### src/sv/rcida_pkg.sv
// ----------------------------------------------------------------------------
// rcida_pkg
// Types and constants of the reference-counted identifier allocator.
// ----------------------------------------------------------------------------
package rcida_pkg;

   localparam int NUM_IDS_DEF = 256;
   localparam int COUNT_W_DEF = 16;
   localparam int IDENT_W     = 8;
   localparam int REF_START   = 1;

   typedef enum logic [1:0] {
      CMD_GENERATE  = 2'd0,
      CMD_INCREMENT = 2'd1,
      CMD_DECREMENT = 2'd2,
      CMD_CONTAINS  = 2'd3
   } cmd_type;

   typedef enum logic [1:0] {
      ST_OK        = 2'd0,
      ST_INVALID   = 2'd1,
      ST_NOT_FOUND = 2'd2,
      ST_EXHAUSTED = 2'd3
   } status_type;

   typedef struct packed {
      cmd_type              command;
      logic [IDENT_W-1:0]   ident;
   } req_type;

   typedef struct packed {
      status_type           status;
      logic [IDENT_W-1:0]   new_ident;
      logic                 present;
   } rsp_type;

   typedef enum logic {
      UNIT_INC = 1'b0,
      UNIT_DEC = 1'b1
   } unit_op_type;

   // flags reported by the count unit alongside its result
   typedef struct packed {
      logic zero;
      logic at_one;
   } unit_flags_type;

endpackage

### src/sv/rcida_unit.sv
// ----------------------------------------------------------------------------
// rcida_unit
// Shared count unit: saturating increment or decrement, plus zero and
// at-or-below-one flags used by lookups and by the released-identifier scan.
// ----------------------------------------------------------------------------
module rcida_unit import rcida_pkg::*; #(
   parameter int COUNT_W = COUNT_W_DEF
) (
   input  unit_op_type          op,
   input  logic [COUNT_W-1:0]   count,
   output logic [COUNT_W-1:0]   result,
   output unit_flags_type       flags
);

   logic is_max;

   assign is_max       = (count == {COUNT_W{1'b1}});
   assign flags.zero   = (count == '0);
   assign flags.at_one = (count <= COUNT_W'(REF_START));

   always_comb begin
      unique case (op)
         UNIT_INC: result = is_max ? count : count + 1'b1;
         UNIT_DEC: result = flags.at_one ? '0 : count - 1'b1;
         default:  result = count;
      endcase
   end

endmodule

### config.mk
export PLATFORM = sky130hd
export DESIGN_NAME = rcida_unit
export DESIGN_NICKNAME = d
export VERILOG_FILES = /design/src/sv/rcida_pkg.sv /design/src/sv/rcida_unit.sv
export SDC_FILE = /design/constraint.sdc
export NUM_CORES = 1
export LEC_CHECK = 0
export ABC_CLOCK_PERIOD_IN_PS = 2830
export BUFFER_PORTS_ARGS = -buffer_cell sky130_fd_sc_hd__buf_2
export CAP_MARGIN = 20
export CORE_MARGIN = 2
export CORE_UTILIZATION = 35
export DETAILED_ROUTE_END_ITERATION = 8
export MAX_ROUTING_LAYER = met4
export SYNTH_ARGS = -nofsm -noshare
export SYNTH_HDL_FRONTEND = slang
export SYNTH_SLANG_ARGS = --single-unit
### constraint.sdc
create_clock -name vclk -period 2.83
set_clock_uncertainty 0.15 [all_clocks]
set_input_delay 0.283 -clock vclk [all_inputs]
set_output_delay 0.283 -clock vclk [all_outputs]
set_load 0.03 [all_outputs]
==> results.json <==
{
  "synth_top_cell_area_share": 0.0910,
  "slew_violations": 0,
  "cp-startpoint": "count[3]",
  "hold_slack_ns": 0.784,
  "grt.total_usage": 0.206,
  "ant_nets": 0,
  "worstSetupPathType": "primary input to output port",
  "worst_ep_required_time_ns": 2.40,
  "min_path_type": "primary input to output port",
  "pre_cts_ws_ns": 0.209,
  "nets": 208,
  "drive_above_1_share": 0.258,
  "gp_congestion": 0.835,
  "dpl.hpwl_mm": 2.35,
  "tightestPinTransition_ns": 0.506,
  "syn-num-nets": 174,
  "ys_seq_area_frac": 0,
  "start_kind": "primary input",
  "p_leak_nw": 0.464,
  "drtPass1Iterations": 4,
  "io_pins": 35,
  "use_met1": 0.283,
  "yosysTopAreaCell": "nor2_1",
  "ff_latch_area_um2": 0,
  "path_max_fanout": 13,
  "ys.warnings.count": 0,
  "fin_cells": 216,
  "crit_path_frequent_cell": "buf_2",
  "synth_area_leaders": "nor2_1 (9.1%), nand2_1 (8.7%), nand3_1 (5.0%)",
  "antenna_found_initial": 0,
  "cts_hold_buf": 0,
  "antennaDiodeCount": 0,
  "critPathCaptureType": "output port",
  "outcome": "finished clean",
  "port_buffers": 35,
  "maxCapViolCount": 0,
  "finalCritPeriodShare": 0.929,
  "yosysMostFrequentCell": "nor2_1",
  "critical_path.endpoint": "result[4]",
  "layout_min_cycle_time_ns": 2.63,
  "syn2layout_area_growth_pct": 22.9,
  "clkbuf_count": 0,
  "final.setup.tns_ns": 0,
  "num_vias": 1361,
  "start_util": 0.366,
  "critical_path_buf_inv_count": 2,
  "first_iter_violations": 43,
  "syn_inst": 154,
  "grt_max_degree": 19,
  "cp_slowest_cell": "or4_4",
  "final-hold-violation-count": 0,
  "cp_cell_sequence": "buf_2 > or4_4 > or3_4 > o21a_4 > a311oi_1 > a21oi_1 > buf_2",
  "grt_util_met2": 0.349,
  "slowest_delay_ns": 0.55,
  "fp.dieW_um": 54.9,
  "avgSynthCellArea_um2": 5.89,
  "core_um2": 2480,
  "power_w": 0.000149,
  "cp.depth": 7,
  "rsz0062_at_grt": "no",
  "min-delay-start": "count[7]",
  "rows": 18,
  "power-per-cell-area_nw_per_um2": 134,
  "max_freq_mhz": 380,
  "totalWireLength_mm": 2.99,
  "top_usage_layer": "met2",
  "vias_per_cell": 6.30,
  "grt_use_met3": 0.00269,
  "die_h_um": 54.9,
  "synth_commonest_cells": "nor2_1 (22), nand2_1 (21), nand3_1 (9)",
  "routedWlPerCell_um": 13.8,
  "design.seq.count": 0,
  "fill_cells": 285,
  "cp.arrival_ns": 2.20,
  "die_area_um2": 3020,
  "cp_top_family": "simple AND/OR/NAND/NOR gates",
  "drcViolationCount": 0,
  "setup_violations": 0,
  "cts_setup_buffers": 0,
  "grt_pass1_vias": 1049,
  "ys_types": 37,
  "netlist_area_um2": 907,
  "vdd_drop_max_uv": 68.5,
  "slew_headroom": 0.658,
  "grt_pass1_wl_mm": 4.68,
  "grt-ovfl-total": 0,
  "dp_cells": 216,
  "layout_setup_ws_ns": 0.200,
  "cts_resized": 0
}
[cell usage in the layout, fill, tap and decap left out, types with 2 or more instances in the layout]
cell / instances
buf_2: 35
nor2_1: 22
nand2_1: 21
nand3_1: 9
buf_4: 8
nand4_1: 7
o21ai_0: 7
a31oi_1: 6
a21oi_1: 6
a211oi_1: 6
nor3_1: 5
a311oi_1: 5
and3_1: 5
nor4_1: 4
and4_1: 4
or3_1: 4
inv_1: 3
or4_1: 3
o22ai_1: 3
ha_1: 3
and2_1: 2
a21o_1: 2
o211ai_1: 2
xnor2_1: 2
[layer usage]
| metal | share of wire | vias to the layer above |
|---|---|---|
| li1 | - | 658 |
| met1 | 0.44 | 653 |
| met2 | 0.48 | 50 |
| met3 | 0.081 | 0 |
| met4 | 0 | 0 |
| met5 | 0 | - |
[stage by stage]
stage | cell area [um2] | utilization
floorplan | 907 | -
global placement | 1110 | 0.450
detailed placement | 1110 | 0.450
CTS | 1110 | 0.450
global route | 1110 | 0.450
finish | 1110 | 0.450
[worst min-delay path by stage]
| stage | end | slack [ns] | depth (start not counted) |
|---|---|---|---|
| 4_1_cts | result[7] | 0.78 | 3 |
| 3_3_place_gp | result[7] | 0.78 | 3 |
| 2_1_floorplan | result[15] | 0.60 | 1 |
| 6_report | result[7] | 0.78 | 3 |
| 5_1_grt | result[7] | 0.80 | 3 |
| 3_5_place_dp | result[7] | 0.78 | 3 |
[logic make-up (layout without fill, tap and decap cells)]
logic type                 after synthesis  count (layout)  share of synthesized area
AOI/OAI and AO/OA                       44              44                      0.339
xor gates and xnor gates                 2               2                     0.0193
adders and majority gates                3               3                     0.0414
buffers and inverters                   14              46                     0.0841
and+or+nand+nor                         91              91                      0.516
[power breakdown]
part	leakage [nW]	internal [W]	total (W)	switching, W
Clock	0	0	0	0
Combinational	0.464	0.0000478	0.000149	0.000101
Sequential	0	0	0	0
[cell type report]
| cell class | count | area (um2) | share of cell area |
|---|---|---|---|
| inverters | 3 | 11.3 | 0.0101 |
| multi-input cells | 140 | 831 | 0.745 |
| well taps | 30 | 37.5 | 0.0337 |
| repair buffers | 43 | 235 | 0.211 |
Power figures use the tool's default switching activity.
