==> src/sv/rcida_ram.sv <==
// ----------------------------------------------------------------------------
// rcida_ram
// Generic single-write, single-read RAM with registered read data.
// ----------------------------------------------------------------------------
module rcida_ram #(
   parameter int WIDTH = 16,
   parameter int DEPTH = 256
) (
   input  logic                     clock,
   input  logic                     wr_en,
   input  logic [$clog2(DEPTH)-1:0] wr_addr,
   input  logic [WIDTH-1:0]         wr_data,
   input  logic [$clog2(DEPTH)-1:0] rd_addr,
   output logic [WIDTH-1:0]         rd_data
);

   logic [WIDTH-1:0] mem_ff [DEPTH];
   logic [WIDTH-1:0] rd_data_ff;

   always_ff @(posedge clock) begin
      if (wr_en) begin
         mem_ff[wr_addr] <= wr_data;
      end
      rd_data_ff <= mem_ff[rd_addr];
   end

   assign rd_data = rd_data_ff;

endmodule

==> config.mk <==
export PLATFORM = sky130hd
export DESIGN_NAME = rcida_ram
export DESIGN_NICKNAME = d
export VERILOG_FILES = /design/src/sv/rcida_ram.sv
export SDC_FILE = /design/constraint.sdc
export NUM_CORES = 2
export LEC_CHECK = 0
export ABC_AREA = 1
export BUFFER_PORTS_ARGS = -buffer_cell sky130_fd_sc_hd__buf_4
export CAP_MARGIN = 5
export CELL_PAD_IN_SITES_DETAIL_PLACEMENT = 0
export CELL_PAD_IN_SITES_GLOBAL_PLACEMENT = 1
export CORE_MARGIN = 4
export CORE_UTILIZATION = 52
export DETAILED_ROUTE_END_ITERATION = 12
export GPL_ROUTABILITY_DRIVEN = 0
export PLACE_DENSITY_LB_ADDON = 0.1
export SYNTH_ARGS = -nofsm -noshare
export SYNTH_HDL_FRONTEND = slang
export SYNTH_SLANG_ARGS = --single-unit
export TNS_END_PERCENT = 5
==> constraint.sdc <==
create_clock -name clock -period 2.4 [get_ports clock]
set_clock_uncertainty 0.05 [all_clocks]
set_input_delay 0 -clock clock [delete_from_list [all_inputs] [get_ports clock]]
set_output_delay 0 -clock clock [all_outputs]
set_load 0.05 [all_outputs]
==> reports/qor.tcl <==
set qor(postLayoutCellArea_mm2) 0.193
set qor(initialDrtViolationCount) 13400
set qor(routedWlPerCell_um) 27.5
set qor(grt_pass1_wl_um) 744000
set qor(syn-num-nets) 13700
set qor(most_used_cell_cp) {sky130_fd_sc_hd__buf_4}
set qor(globalRoute.totalOverflow) 0
set qor(antenna_violations_before_repair) 17
set qor(synth.ff_latch_count) 4112
set qor(detailedPlacementHpwl_um) 317000
set qor(hold_path.class) {in -> reg}
set qor(detailedPlace.worstSlack_ns) -0.854
set qor(critPathLaunchType) {input pin}
set qor(holdPathStages) 2
set qor(first_global_vias) 106000
set qor(finalNetCount) 14300
set qor(sequentialPowerShare_pct) 51.2
set qor(worst_path_largest_cell_delay_ns) 0.62
set qor(combinationalPowerShare_pct) 7.1
set qor(drc_errors) 0
set qor(synth.cell_area_mm2) 0.166
set qor(start_util_pct) 52.2
set qor(tritoncts_clock_tree) {done}
set qor(grt_setup_unrepaired) {yes}
set qor(netlist-cell-type-count) 15
set qor(clock_buffer_count_from_cts) 421
set qor(crit_required_ns) 3.00
set qor(netlist.top_cell.by_area) {sky130_fd_sc_hd__edfxtp_1}
set qor(tightestPinTransition_ns) 1.31
set qor(synth.avg_cell_area_um2) 12.2
set qor(synthDominantCellAreaShare_pct) 74.2
set qor(postLayoutSetupSlackWorst_ns) -0.0297
set qor(finish.utilization_pct) 60.8
set qor(placeableCoreArea_mm2) 0.318
set qor(clock.fmax_ghz) 0.412
set qor(min_period_over_period_pct) 101
set qor(detail_route.vias_per_cell) 5.95
set qor(power_switching_w) 0.0353
set qor(maxCapViolCount) 0
set qor(synth.area.top_cells) {sky130_fd_sc_hd__edfxtp_1, sky130_fd_sc_hd__nand3_1, sky130_fd_sc_hd__nand2_1, sky130_fd_sc_hd__buf_2, sky130_fd_sc_hd__buf_4}
set qor(totalWireLength_um) 518000
set qor(vias) 112000
set qor(critical-path-slowest-cell) {sky130_fd_sc_hd__dlygate4sd3_1}
set qor(report.final.slew_viol_count) 0
set qor(synthesis.yosys.warnings) 0
set qor(timing.final.crit_period_ns) 2.43
set qor(syn_inst) 13600
set qor(netSwitchingFraction_pct) 22.8
set qor(run_status) {finished, violations left}
set qor(finalHoldWorstSlack_ns) 0.0590
set qor(worstSetupPathType) {in -> reg}
set qor(path_cells) {dlygate4sd3_1 -> buf_4 -> nand2_1 -> dlygate4sd3_1 -> nor2_1 -> nand2_2 -> buf_4 -> nor2_1 -> buf_4}
set qor(n_fill_cell) 24800
set qor(pin_count) 50
set qor(timing.critical_path.to_type) {flip-flop}
set qor(dpl_cell_area_mm2) 0.179
set qor(rows) 207
set qor(insertion_delay_ns) 0.96
set qor(chipHeight_um) 573
set qor(detailedRoute.firstPassIterationCount) 6
set qor(mostFrequentLayoutCell) {sky130_fd_sc_hd__nand2_1}
set qor(ff2ff_path_depth) 10
set qor(gr-usage-all-layers_pct) 31.1
set qor(worstPathArrival_ns) 3.02
set qor(power-per-cell-area_mw_per_mm2) 803
set qor(antenna_violating_nets_post_route) 0
set qor(slew-limit-headroom_pct) 12.4
set qor(htree_num_levels) 5
set qor(report.final.setup_viol) 11
set qor(leading_cell_types_in_the_layout_fill_and_taps_excluded) {sky130_fd_sc_hd__nand2_1, sky130_fd_sc_hd__edfxtp_1, sky130_fd_sc_hd__nand3_1}
set qor(finalHoldViolCount) 0
set qor(cts.sinks) 4112
set qor(grt_max_degree) 85
set qor(synth_seq_area_share_pct) 74.4
set qor(post_cts_buffers) 0
set qor(clock-root-buffer) {sky130_fd_sc_hd__clkbuf_16}
set qor(die_area_mm2) 0.328
set qor(post_route_cells_drive_above_1_share_pct) 12.5
set qor(crit_path_max_fanout) 11
set qor(timing.setup.tns_ns) -0.279
set qor(clock_transition_at_the_registers_of_the_reported_paths_ns) 0.06
set qor(internal_power_w) 0.120
set qor(cts_buffer_depth) 4
set qor(synthToLayoutAreaGrowth_pct) 16.4
set qor(ir_drop_worst_vdd_mv) 0.660
set qor(pwr-share-clk_pct) 41.7
set qor(p_leak_nw) 68.7
set qor(number_of_port_buffers) 49
set qor(violations) {negative setup slack}
set qor(die_w_um) 573
==> synth_stat cells <==
cell type / n
sky130_fd_sc_hd__buf_12: 1
sky130_fd_sc_hd__edfxtp_1: 4096
sky130_fd_sc_hd__clkbuf_1: 154
sky130_fd_sc_hd__buf_8: 1
sky130_fd_sc_hd__buf_1: 70
sky130_fd_sc_hd__buf_6: 53
sky130_fd_sc_hd__inv_4: 2
sky130_fd_sc_hd__inv_2: 2
sky130_fd_sc_hd__nand2_1: 4211
sky130_fd_sc_hd__inv_1: 35
sky130_fd_sc_hd__dfxtp_1: 16
sky130_fd_sc_hd__buf_2: 495
sky130_fd_sc_hd__buf_4: 163
sky130_fd_sc_hd__nand3_1: 4035
sky130_fd_sc_hd__nor2_1: 283
==> state kept, by name (all words and copies together), names as in the netlist <==
name and flops:
mem_ff 4096, rd_data 16
==> power by group through the flow <==
| stage | combinational [W] | sequential (W) | clock [W] |
|---|---|---|---|
| 2_1_floorplan | 0.00489 | 0.0809 | 0 |
| 3_3_place_gp | 0.0108 | 0.0808 | 0 |
| 3_5_place_dp | 0.0109 | 0.0808 | 0 |
| 4_1_cts | 0.0110 | 0.0793 | 0.0654 |
| 5_1_grt | 0.0117 | 0.0792 | 0.0685 |
| 6_report | 0.0110 | 0.0793 | 0.0645 |
==> through the flow <==
stage | total power, W | cells
final | 0.155 | 18800
after global routing | 0.159 | 18800
after CTS | 0.156 | 18800
after detailed placement | 0.0916 | 18000
after global placement | 0.0915 | 18000
after floorplan | 0.0858 | 13600
==> metal layers <==
metal | vias to the layer above | global-route usage [%] | part of all wire, %
li1 | 50000 | - | -
met1 | 55700 | 44.5 | 41
met2 | 5456 | 48.2 | 46
met3 | 890 | 4.84 | 8.7
met4 | 12 | 12.5 | 4.7
met5 | - | 0 | 0.016
==> cell type report <==
cell class / instances / area, um2 / share of cell area, %
Multi-Input combinational cell: 8529 / 37200 / 19.3
Sequential cell: 4112 / 123000 / 63.9
Clock buffer: 526 / 11200 / 5.82
Inverter: 39 / 199 / 0.103
Timing Repair Buffer: 1200 / 13500 / 6.97
Antenna cell: 5 / 12.5 / 0.00648
Clock inverter: 250 / 2260 / 1.17
Tap cell: 4180 / 5230 / 2.71
==> path summary, 6_finish.rpt <==
kind	endpoint	slack, ns	from
setup / recovery	mem_ff[103][12]	-0.03	wr_addr[0]
hold / removal	mem_ff[122][8]	0.06	wr_data[8]
setup reg to reg	rd_data[4]	0.04	mem_ff[6][4]
hold reg to reg	rd_data[15]	0.99	mem_ff[192][15]
==> cells by family (layout without fill, tap and decap cells) <==
group / Yosys count / in the layout / share of synthesized area (%)
and+or+nand+nor: 8529 / 8529 / 22.4
buffers and inverters: 976 / 2015 / 3.21
DFF: 4112 / 4112 / 74.4
other: 0 / 5 / 0
==> repair_timing <==
| action | CTS | global route |
|---|---|---|
| hold endpoints to repair | 4705 | 0 |
| endpoints found under the setup margin | 1 | 50 |
| hold buffers | 41 | 0 |
| cloned | 0 | 0 |
| resized for setup | 2 | 4 |
==> worst max-delay path, delay by kind of cell <==
kind / cells / cell delay, ns
buffers and inverters: 5 / 2.00
and+or+nand+nor: 4 / 0.99
Note: power is estimated with default switching activity, not from simulation.
